File: src/hw/rtl/srfr_pkg.sv
// ============================================================================
// srfr_pkg
// Shared types and constants for the stream find-and-replace block.
// ============================================================================
package srfr_pkg;

    localparam int BYTE_W     = 8;
    localparam int CFG_DATA_W = 64;
    localparam int CFG_ADDR_W = 2;
    localparam int LEN_W      = 4;

    localparam logic [CFG_ADDR_W-1:0] CFG_MATCH_BYTES   = 2'd0;
    localparam logic [CFG_ADDR_W-1:0] CFG_MATCH_LENGTH  = 2'd1;
    localparam logic [CFG_ADDR_W-1:0] CFG_REPLACE_BYTES = 2'd2;
    localparam logic [CFG_ADDR_W-1:0] CFG_REPLACE_LENGTH = 2'd3;

    // window cell control
    typedef struct packed {
        logic load;
        logic from_right;
        logic below_fill;
        logic at_fill;
    } win_ctl_t;

    // output queue cell control
    typedef struct packed {
        logic load;
        logic shift;
    } out_ctl_t;

endpackage

File: src/hw/rtl/srfr_win_cell.sv
// ============================================================================
// srfr_win_cell
// One byte of the pending window: loads, shifts from its right neighbor,
// and compares its byte against the pattern byte at the same position.
// ============================================================================
module srfr_win_cell
(
    input  logic                          clk,
    input  srfr_pkg::win_ctl_t            ctl,
    input  logic [srfr_pkg::BYTE_W-1:0]   in_byte,
    input  logic [srfr_pkg::BYTE_W-1:0]   right_byte,
    input  logic [srfr_pkg::BYTE_W-1:0]   pat_byte,
    output logic [srfr_pkg::BYTE_W-1:0]   byte_q,
    output logic                          hit
);

    logic [srfr_pkg::BYTE_W-1:0] byte_reg;
    logic [srfr_pkg::BYTE_W-1:0] byte_next;

    always_comb
    begin
        byte_next = byte_reg;
        if (ctl.load)
        begin
            byte_next = ctl.from_right ? right_byte : in_byte;
        end
    end

    always_ff @(posedge clk)
    begin
        byte_reg <= byte_next;
    end

    always_comb
    begin
        if (ctl.below_fill)
        begin
            hit = (byte_reg == pat_byte);
        end
        else if (ctl.at_fill)
        begin
            hit = (in_byte == pat_byte);
        end
        else
        begin
            hit = 1'b1;
        end
    end

    assign byte_q = byte_reg;

endmodule

File: src/hw/rtl/srfr_out_cell.sv
// ============================================================================
// srfr_out_cell
// One slot of the result queue: loads a result byte or takes the byte of
// its right neighbor as the head slot is consumed.
// ============================================================================
module srfr_out_cell
(
    input  logic                          clk,
    input  srfr_pkg::out_ctl_t            ctl,
    input  logic [srfr_pkg::BYTE_W-1:0]   load_byte,
    input  logic [srfr_pkg::BYTE_W-1:0]   right_byte,
    output logic [srfr_pkg::BYTE_W-1:0]   byte_q
);

    logic [srfr_pkg::BYTE_W-1:0] byte_reg;
    logic [srfr_pkg::BYTE_W-1:0] byte_next;

    always_comb
    begin
        byte_next = byte_reg;
        if (ctl.load)
        begin
            byte_next = load_byte;
        end
        else if (ctl.shift)
        begin
            byte_next = right_byte;
        end
    end

    always_ff @(posedge clk)
    begin
        byte_reg <= byte_next;
    end

    assign byte_q = byte_reg;

endmodule

File: src/hw/rtl/stream_find_replace_top.sv
// ============================================================================
// stream_find_replace_top
// Byte stream find and replace with a row of window cells and a shifting
// result queue.
// ============================================================================
// Each accepted byte is compared combinationally by a row of MAX_MATCH window
// cells. Its results are loaded into a queue of result cells, which hands one
// result per cycle, while m_tready is high or the output register is empty, to
// the output register that drives the m_ side. A byte that produces at most
// one result keeps the input at one byte per cycle while m_tready is high. A
// result waiting in the output register on m_tready still lets the next byte
// into the empty queue; after that, if that byte gave results, s_tready stays
// low until the output moves. A byte that produces n results (a replacement
// burst, or the flush at end of stream) holds s_tready low until the queue is
// down to its last entry. Configuration is taken at any time through the cfg
// channel and is meant to be written between streams.
module stream_find_replace_top
#(
    parameter int MAX_MATCH   = 8,
    parameter int MAX_REPLACE = 8
)
(
    input  logic                                clk,
    input  logic                                rst_n,

    input  logic                                s_tvalid,
    output logic                                s_tready,
    input  logic [srfr_pkg::BYTE_W-1:0]         s_tdata,   // [7:0] in_byte
    input  logic                                s_tlast,   // end_of_stream

    output logic                                m_tvalid,
    input  logic                                m_tready,
    output logic [srfr_pkg::BYTE_W-1:0]         m_tdata,   // [7:0] out_byte
    output logic [2:0]                          m_tuser,   // [0] byte_valid,
                                                           // [1] run_last,
                                                           // [2] any_match
    output logic                                m_tlast,   // stream_done

    input  logic                                cfg_valid,
    output logic                                cfg_ready,
    input  logic [srfr_pkg::CFG_ADDR_W-1:0]     cfg_addr,
    input  logic [srfr_pkg::CFG_DATA_W-1:0]     cfg_data
);

    localparam int BW = srfr_pkg::BYTE_W;
    localparam int QD = (MAX_MATCH > MAX_REPLACE) ? MAX_MATCH : MAX_REPLACE;
    localparam int FW = $clog2(MAX_MATCH + 1);
    localparam int CW = $clog2(QD + 1);

    logic [srfr_pkg::CFG_DATA_W-1:0] pat_bytes_reg;
    logic [srfr_pkg::LEN_W-1:0]      pat_len_reg;
    logic [srfr_pkg::CFG_DATA_W-1:0] rep_bytes_reg;
    logic [srfr_pkg::LEN_W-1:0]      rep_len_reg;

    logic [FW-1:0] fill_reg;
    logic [FW-1:0] fill_next;
    logic          seen_reg;
    logic          seen_next;
    logic [CW-1:0] cnt_reg;
    logic [CW-1:0] cnt_next;
    logic          empty_reg;
    logic          eos_reg;
    logic          any_reg;

    logic          out_valid_reg;
    logic [BW-1:0] out_data_reg;
    logic [2:0]    out_user_reg;
    logic          out_last_reg;

    logic          acc;
    logic          take;
    logic          q_valid;
    logic          head_last;
    logic          cfg_wr;
    logic [FW-1:0] len_eff;
    logic [CW-1:0] rep_eff;
    logic          pass;
    logic [FW-1:0] fpos;
    logic          full;
    logic          match_now;
    logic          shift;
    logic [CW-1:0] n_raw;
    logic          empty_now;

    srfr_pkg::win_ctl_t wctl [MAX_MATCH];
    logic [BW-1:0]      win_q [MAX_MATCH];
    logic [MAX_MATCH-1:0] hits;

    srfr_pkg::out_ctl_t octl;
    logic [BW-1:0]      oq    [QD];
    logic [BW-1:0]      cand  [QD];

    assign cfg_ready = 1'b1;
    assign cfg_wr    = cfg_valid & cfg_ready;
    assign q_valid   = (cnt_reg != '0);
    assign head_last = (cnt_reg == CW'(1));
    assign take      = q_valid & (!out_valid_reg | m_tready);
    assign s_tready  = (cnt_reg == '0) | (head_last & take);
    assign acc       = s_tvalid & s_tready;

    always_comb
    begin
        len_eff = (pat_len_reg > 4'(MAX_MATCH)) ? FW'(MAX_MATCH) : pat_len_reg[FW-1:0];
        rep_eff = (rep_len_reg > 4'(MAX_REPLACE)) ? CW'(MAX_REPLACE) : CW'(rep_len_reg);
        pass    = (len_eff == '0);
        fpos    = (fill_reg >= len_eff) ? '0 : fill_reg;
        full    = !pass && ((fpos + FW'(1)) == len_eff);
        match_now = full && (&hits);
        shift     = full && !match_now;
    end

    always_comb
    begin
        for (int i = 0; i < MAX_MATCH; i++)
        begin
            wctl[i].below_fill = (FW'(i) < fpos);
            wctl[i].at_fill    = (FW'(i) == fpos);
            wctl[i].load       = acc && !pass &&
                                 (shift ? (FW'(i) < fpos) : ((FW'(i) == fpos) && !full));
            wctl[i].from_right = shift && (FW'(i + 1) < fpos);
        end
    end

    for (genvar i = 0; i < MAX_MATCH; i++)
    begin : g_win
        logic [BW-1:0] right_byte;
        if (i == MAX_MATCH - 1)
        begin : g_edge
            assign right_byte = s_tdata;
        end
        else
        begin : g_inner
            assign right_byte = win_q[i+1];
        end

        srfr_win_cell u_cell
        (
            .clk        (clk),
            .ctl        (wctl[i]),
            .in_byte    (s_tdata),
            .right_byte (right_byte),
            .pat_byte   (pat_bytes_reg[i*BW +: BW]),
            .byte_q     (win_q[i]),
            .hit        (hits[i])
        );
    end

    always_comb
    begin
        if (pass)
        begin
            n_raw = CW'(1);
        end
        else if (match_now)
        begin
            n_raw = rep_eff;
        end
        else if (s_tlast)
        begin
            n_raw = CW'(fpos) + CW'(1);
        end
        else if (full)
        begin
            n_raw = CW'(1);
        end
        else
        begin
            n_raw = '0;
        end
        empty_now = s_tlast && (n_raw == '0);
    end

    assign octl.load  = acc;
    assign octl.shift = take;

    for (genvar k = 0; k < QD; k++)
    begin : g_out
        logic [BW-1:0] win_byte;
        logic [BW-1:0] right_byte;
        if (k < MAX_MATCH)
        begin : g_wsel
            assign win_byte = (FW'(k) < fpos) ? win_q[k] : s_tdata;
        end
        else
        begin : g_wnone
            assign win_byte = s_tdata;
        end
        if (k == QD - 1)
        begin : g_edge
            assign right_byte = '0;
        end
        else
        begin : g_inner
            assign right_byte = oq[k+1];
        end

        assign cand[k] = match_now ? rep_bytes_reg[k*BW +: BW] : win_byte;

        srfr_out_cell u_cell
        (
            .clk        (clk),
            .ctl        (octl),
            .load_byte  (cand[k]),
            .right_byte (right_byte),
            .byte_q     (oq[k])
        );
    end

    always_comb
    begin
        cnt_next = cnt_reg;
        if (acc)
        begin
            cnt_next = empty_now ? CW'(1) : n_raw;
        end
        else if (take)
        begin
            cnt_next = cnt_reg - CW'(1);
        end

        fill_next = fill_reg;
        seen_next = seen_reg;
        if (acc)
        begin
            if (s_tlast || match_now)
            begin
                fill_next = '0;
            end
            else if (!pass)
            begin
                fill_next = full ? fpos : (fpos + FW'(1));
            end
            seen_next = s_tlast ? 1'b0 : (seen_reg | match_now);
        end
        if (cfg_wr && (cfg_addr == srfr_pkg::CFG_MATCH_LENGTH))
        begin
            fill_next = '0;
        end
    end

    always_ff @(posedge clk or negedge rst_n)
    begin
        if (!rst_n)
        begin
            pat_bytes_reg <= '0;
            pat_len_reg   <= '0;
            rep_bytes_reg <= '0;
            rep_len_reg   <= '0;
            fill_reg      <= '0;
            seen_reg      <= 1'b0;
            cnt_reg       <= '0;
            empty_reg     <= 1'b0;
            eos_reg       <= 1'b0;
            any_reg       <= 1'b0;
            out_valid_reg <= 1'b0;
            out_data_reg  <= '0;
            out_user_reg  <= '0;
            out_last_reg  <= 1'b0;
        end
        else
        begin
            fill_reg <= fill_next;
            seen_reg <= seen_next;
            cnt_reg  <= cnt_next;
            if (acc)
            begin
                empty_reg <= empty_now;
                eos_reg   <= s_tlast;
                any_reg   <= seen_reg | match_now;
            end
            // result flags: last entry of a transaction burst carries the stream marks
            if (take)
            begin
                out_valid_reg   <= 1'b1;
                out_data_reg    <= empty_reg ? '0 : oq[0];
                out_user_reg[0] <= !empty_reg;
                out_user_reg[1] <= head_last;
                out_user_reg[2] <= eos_reg && head_last && any_reg;
                out_last_reg    <= eos_reg && head_last;
            end
            else if (m_tready)
            begin
                out_valid_reg <= 1'b0;
            end
            if (cfg_wr)
            begin
                case (cfg_addr)
                    srfr_pkg::CFG_MATCH_BYTES:    pat_bytes_reg <= cfg_data;
                    srfr_pkg::CFG_MATCH_LENGTH:   pat_len_reg   <= cfg_data[srfr_pkg::LEN_W-1:0];
                    srfr_pkg::CFG_REPLACE_BYTES:  rep_bytes_reg <= cfg_data;
                    srfr_pkg::CFG_REPLACE_LENGTH: rep_len_reg   <= cfg_data[srfr_pkg::LEN_W-1:0];
                    default:                      pat_len_reg   <= pat_len_reg;
                endcase
            end
        end
    end

    assign m_tvalid = out_valid_reg;
    assign m_tdata  = out_data_reg;
    assign m_tuser  = out_user_reg;
    assign m_tlast  = out_last_reg;

endmodule
File: config.mk
export PLATFORM = sky130hd
export DESIGN_NAME = stream_find_replace_top
export DESIGN_NICKNAME = d
export VERILOG_FILES = /design/src/hw/rtl/srfr_pkg.sv /design/src/hw/rtl/srfr_win_cell.sv /design/src/hw/rtl/srfr_out_cell.sv /design/src/hw/rtl/stream_find_replace_top.sv
export SDC_FILE = /design/constraint.sdc
export NUM_CORES = 1
export LEC_CHECK = 0
export ABC_AREA = 1
export BUFFER_PORTS_ARGS = -buffer_cell sky130_fd_sc_hd__buf_2
export CAP_MARGIN = 15
export CORE_AREA = 2 2 212 131
export DETAILED_ROUTE_END_ITERATION = 6
export DIE_AREA = 0 0 214 133
export PLACE_DENSITY_LB_ADDON = 0.3
export REMOVE_ABC_BUFFERS = 1
export SLEW_MARGIN = 10
export SYNTH_ARGS = -nofsm -noshare
export SYNTH_HDL_FRONTEND = slang
export SYNTH_SLANG_ARGS = --single-unit
export TNS_END_PERCENT = 50
File: constraint.sdc
create_clock -name clk -period 11.2 [get_ports clk]
set_input_delay 1.12 -clock clk [delete_from_list [all_inputs] [get_ports clk]]
set_output_delay 1.12 -clock clk [all_outputs]
set_load 0.05 [all_outputs]
-- Word level (Yosys, flattened, before mapping)
Index checks and enable logic that the tools add are counted.
- register bits after elaboration: 289
- bits of input ports: 80
- output and inout bits: 15
- logic and storage cells: 212
- add/sub/neg operators: 2
- $lt $le $gt $ge: 11
- equality and inequality tests: 29
- mux-type cells: 82
- bitwise operators: 6
- reductions and logical operators: 52
- operator list (operator ; number):
    $mux W8 ; 40
    $eq A8 B8 Y1 ; 16
    $mux W4 ; 14
    $logic_and A1 B1 Y1 ; 31
    $mux W1 ; 28
    $eq A3 B4 Y1 const A ; 4
    $logic_not A4 Y1 ; 4
    $lt A3 B4 Y1 const A ; 4
    $reduce_and A2 Y1 ; 5
    $eq A2 B4 Y1 const A ; 2
    $gt A4 B4 Y1 const B ; 2
    $lt A1 B4 Y1 const A ; 2
    $lt A2 B4 Y1 const A ; 2
    $reduce_and A8 Y1 ; 1
    $reduce_bool A2 Y1 ; 3
    $logic_not A1 Y1 ; 5
    $add A4 B1 Y4 const B ; 1
    $eq A1 B4 Y1 const A ; 1
    $eq A2 B2 Y1 const B ; 2
    $eq A4 B1 Y1 const B ; 1
    $eq A4 B4 Y1 ; 1
    $ge A4 B4 Y1 ; 1
    $reduce_bool A4 Y1 ; 1
    $sub A4 B1 Y4 const B ; 1
    6 further kinds ; 10

-- Logic depth before layout (Yosys ltp)
- word-level depth: 15
- mapped depth: 28
- gate-level depth less buffers: 27

-- Modules after synthesis
A second synthesis with hierarchy kept.
- cells, all modules: 2001
- area, all modules: 15902.8 um^2
- modules (own cells, without submodules) (module ; times used ; cells each ; area an instance (um^2) ; sequential area each (um^2)):
    stream_find_replace_top ; 1 ; 1073 ; 8355.5 ; 4028.9
    srfr_win_cell ; 8 ; 81 ; 591.8 ; 240.2
    srfr_out_cell ; 8 ; 35 ; 351.6 ; 240.2

-- Worst setup path before layout
OpenSTA, ideal clock, no wires.
- path type: input port to flip-flop
- from: input m_tready
- to: register cnt_reg[1]
- library setup time: 0.128 ns
- data arrival time: 4.119 ns
- data required time: 11.072 ns
- path slack: 6.952 ns
- stages: 12
- path buffers: 1
- cell sequence: inv_1 nand2_1 nand2_1 inv_1 nand3_1 nand2_1 nand2_1 clkbuf_1 nand2_1 inv_1 a21oi_1 o21ai_0
- longest elaborated chain between the ends: 6
- RTL lines (element ; line ; source):
    start, declared ; stream_find_replace_top.sv:32 ; input logic m_tready,
    $or A1 B1 Y1 (*) ; stream_find_replace_top.sv:97 ; assign take = q_valid & (!out_valid_reg | m_tready);
    $and A1 B1 Y1 (*) ; stream_find_replace_top.sv:97 ;
    $and A1 B1 Y1 (*) ; stream_find_replace_top.sv:98 ; assign s_tready = (cnt_reg == '0) | (head_last & take);
    $or A1 B1 Y1 (*) ; stream_find_replace_top.sv:98 ;
    named net s_tready ; stream_find_replace_top.sv:27 ; output logic s_tready,
    $and A1 B1 Y1 (*) ; stream_find_replace_top.sv:99 ; assign acc = s_tvalid & s_tready;
    $mux W4 / $reduce_bool A2 Y1 (equally long branches) ; n/a ;
    end signal, assigned ; stream_find_replace_top.sv:264 ; cnt_reg <= cnt_next;
    end, declared ; stream_find_replace_top.sv:59 ; logic [CW-1:0] cnt_reg;
The timed path passes the listed nets; every way through them passes the cells marked *.
A chain may end at the register's enable or synchronous reset.

==> metrics.md <==
| Metric | Value |
|---|---|
| Slowest library cell on the worst path | `nor2_1` |
| Status | `finished, final reports clean` |
| Max-slew violation count | `0` |
| Crit path DAT | `5350 ps` |
| Root buffer cell | `clkbuf_16` |
| Final hold vios | `0` |
| Worst setup path class | `flip-flop to flip-flop` |
| Primary FF master, synth | `dfrtp_1` |
| Clk buf depth | `3` |
| Clock transition at path regs | `60 ps` |
| Setup TNS | `0 ps` |
| NumNets Final | `1831` |
| Die area | `0.02846 sq mm` |
| Clock Latency Late Sink | `570 ps` |
| Post-layout minimum cycle time | `5159 ps` |
| Max cap viols | `0` |
| DR vias | `12120` |
| Most frequent cells in the layout | `nand2_1 (466), o21ai_0 (190), dfrtp_1 (161), inv_1 (152), edfxtp_1 (128)` |
| First-pass GRT wire length | `approximately 65000 um` |
| Async set-or-reset flop fraction in the synthesized netlist | `55.71%` |
| CTS tree | `yes` |
| Post_cts resized | `0` |
| Initial antenna violation count | `0` |
| CTS Sinks | `289` |
| Non-Filler Instances | `2131` |
| CP Launch Type | `flip-flop` |
| Post-cts hold buffer count | `0` |
| Leak | `7.306 nW` |
| DP Cell Count | `2079` |
| Synth Register Bits | `289` |
| Post-Syn Instances | `1703` |
| Worst Tran Pin Value | `1189 ps` |
| Htree depth | `1` |
| Cell Pwr Density | `216.0 mW/mm^2` |
| Commonest non-fill, non-tap cell in the layout | `nand2_1` |
| Dpl hpwl | `27650 um` |
| Placed Area | `around 0.016 sq mm` |
| Row count | `47` |
| Unrepaired setup endpoints after global routing | `false` |
| Grt ovf | `0` |
| Setup Skew | `17.74 ps` |
| Synthesized area | `0.01493 sq mm` |
| DRT Wirelength | `40610 um` |
| Setup bufs post-CTS | `0` |
| Area delta synth->final | `10.31%` |
| CTS buffer count | `28` |
| Count of flip-flops with a built-in enable after synthesis | `around 130` |
| Unique masters post-synth | `44` |
| Ports | `95` |
| I/O Buffers | `93` |
| CP Max Fanout | `15` |
| Bufs and invs on worst path | `4` |
| Layout Utilization | `61.54%` |
| Gr usage total | `29.06%` |
| Die height | `133 um` |
| Final Cycle Share | `46.06%` |
| Antenna-violating nets left | `0` |
| Initial Utilization | `55.79%` |
| Post-route DRC | `0` |
| VDD IR max | `0.1037 mV` |
| Register area share after synthesis | `52.74%` |
| N_diodes | `0` |
| Vias in the first global route | `11450` |
| Die W | `214 um` |
| Worst slew margin | `20.75%` |
| Detailed Routing Iterations Pass 1 | `6` |
| Synthesized area per cell | `8.765 sq um` |
| Number of DRC markers in iteration 0 | `1580` |
| CORE AREA | `0.02676 sq mm` |
| CP cell instances | `inv_1 > ha_1 > a21oi_4 > nand3_1 > inv_1 > ha_1 > nand4_1 > nand3_1 > nand2_1 > inv_1 > nand2_1 > nor2_2 > nand2_4 > inv_4 > nand2_1 > a21oi_4 > a31oi_1 > nor2_1` |
| Crit-path leading delay family | `simple AND/OR/NAND/NOR gates` |
| GPL Wtd Cong | `0.9399` |
| R2r setup slk | `6040 ps` |
| CP max stage delay | `520 ps` |
| Class of the worst hold path | `flip-flop to flip-flop` |
| Design Area, Final | `0.01647 sq mm` |
| Worst Hold Slack | `between 400 and 500 ps` |
| Crit. End Element | `flip-flop` |
| Worst path required time | `approximately 11000 ps` |
| Syn. warnings | `0` |
| Layout cells sized above 1 | `9.977%` |
| Largest net degree at the start of global routing | `around 130` |
| Peak Freq | `193.8 MHz` |
| Via-to-Cell Ratio | `5.688` |
| WL per Instance | `19.05 um` |
| Endpoints failing setup | `0` |
==> where the power goes <==
group	internal (W)	total [W]	switching (W)
logic	0.000318	0.00102	0.000703
clock network	0.000523	0.000936	0.000413
registers	0.00143	0.00160	0.000165
==> Yosys cell counts (44+ instances only) <==
library cell | instances | area share (%)
inv_1 | 152 | 3.8
clkbuf_1 | 58 | 1.5
a31oi_1 | 46 | 1.9
nand3_1 | 44 | 1.5
xor2_1 | 44 | 2.6
edfxtp_1 | 128 | 26
o211ai_1 | 53 | 2.7
o21ai_0 | 190 | 6.4
xnor2_1 | 78 | 4.6
dfrtp_1 | 161 | 27
nand2_1 | 467 | 12
nor2_1 | 107 | 2.7
==> metrics by stage <==
stage	power (W)	setup WS, ps
2_1_floorplan	0.002273	6080
3_3_place_gp	0.002588	6346
3_5_place_dp	0.002620	6133
4_1_cts	0.003552	6114
5_1_grt	0.003758	5598
6_report	0.003556	6041
==> layout make-up <==
class                           instances  area, sq um
Timing Repair Buffer                  102        559.3
Fill cell                            2284        10290
Multi-Input combinational cell       1162         6080
Clock buffer                           42        848.3
Inverter                              160        603.1
Tap cell                              367        459.2
Clock inverter                          9        43.79
Sequential cell                       289         7873
==> cell families (layout without fill, tap and decap cells) <==
group                      count (synthesis)  count (layout)  synth area share (%)
and+or+nand+nor                          663             663                 18.07
AOI/OAI and AO/OA                        355             355                 13.65
DFF                                      289             289                 52.74
xor gates and xnor gates                 122             122                 7.158
adders and majority gates                  8               8                0.6706
other                                      1               1               0.02512
muxes                                     13              13                0.9723
buffers and inverters                    252             313                 6.714
==> routing by layer <==
metal | vias up | share of wire [%] | GRT usage [%]
li1 | 5717 | - | -
met1 | 5809 | 48 | 46.03
met2 | 545 | 41 | 40.91
met3 | 50 | 9.9 | 6.161
met4 | 0 | 1.7 | 5.789
met5 | - | 0 | 0
==> worst min-delay path, cell delays in order (launching register included) <==
cell and delay (ps):
dfrtp_1 340, nand2_1 50, o21ai_0 50
==> worst paths after layout <==
kind | depth (start not counted) | startpoint | end
setup / recovery | 18 | pat_len_reg[3] | g_win[4].u_cell.byte_q[1]
hold / removal | 2 | m_tdata[3] | m_tdata[3]
setup reg to reg | 18 | pat_len_reg[3] | g_win[4].u_cell.byte_q[1]
max in group asynchronous | 2 | rst_n | cnt_reg[1]
hold reg to reg | 2 | m_tdata[3] | m_tdata[3]
min in group asynchronous | 1 | rst_n | rep_bytes_reg[45]
No activity file was read; power rests on OpenSTA's default activity.
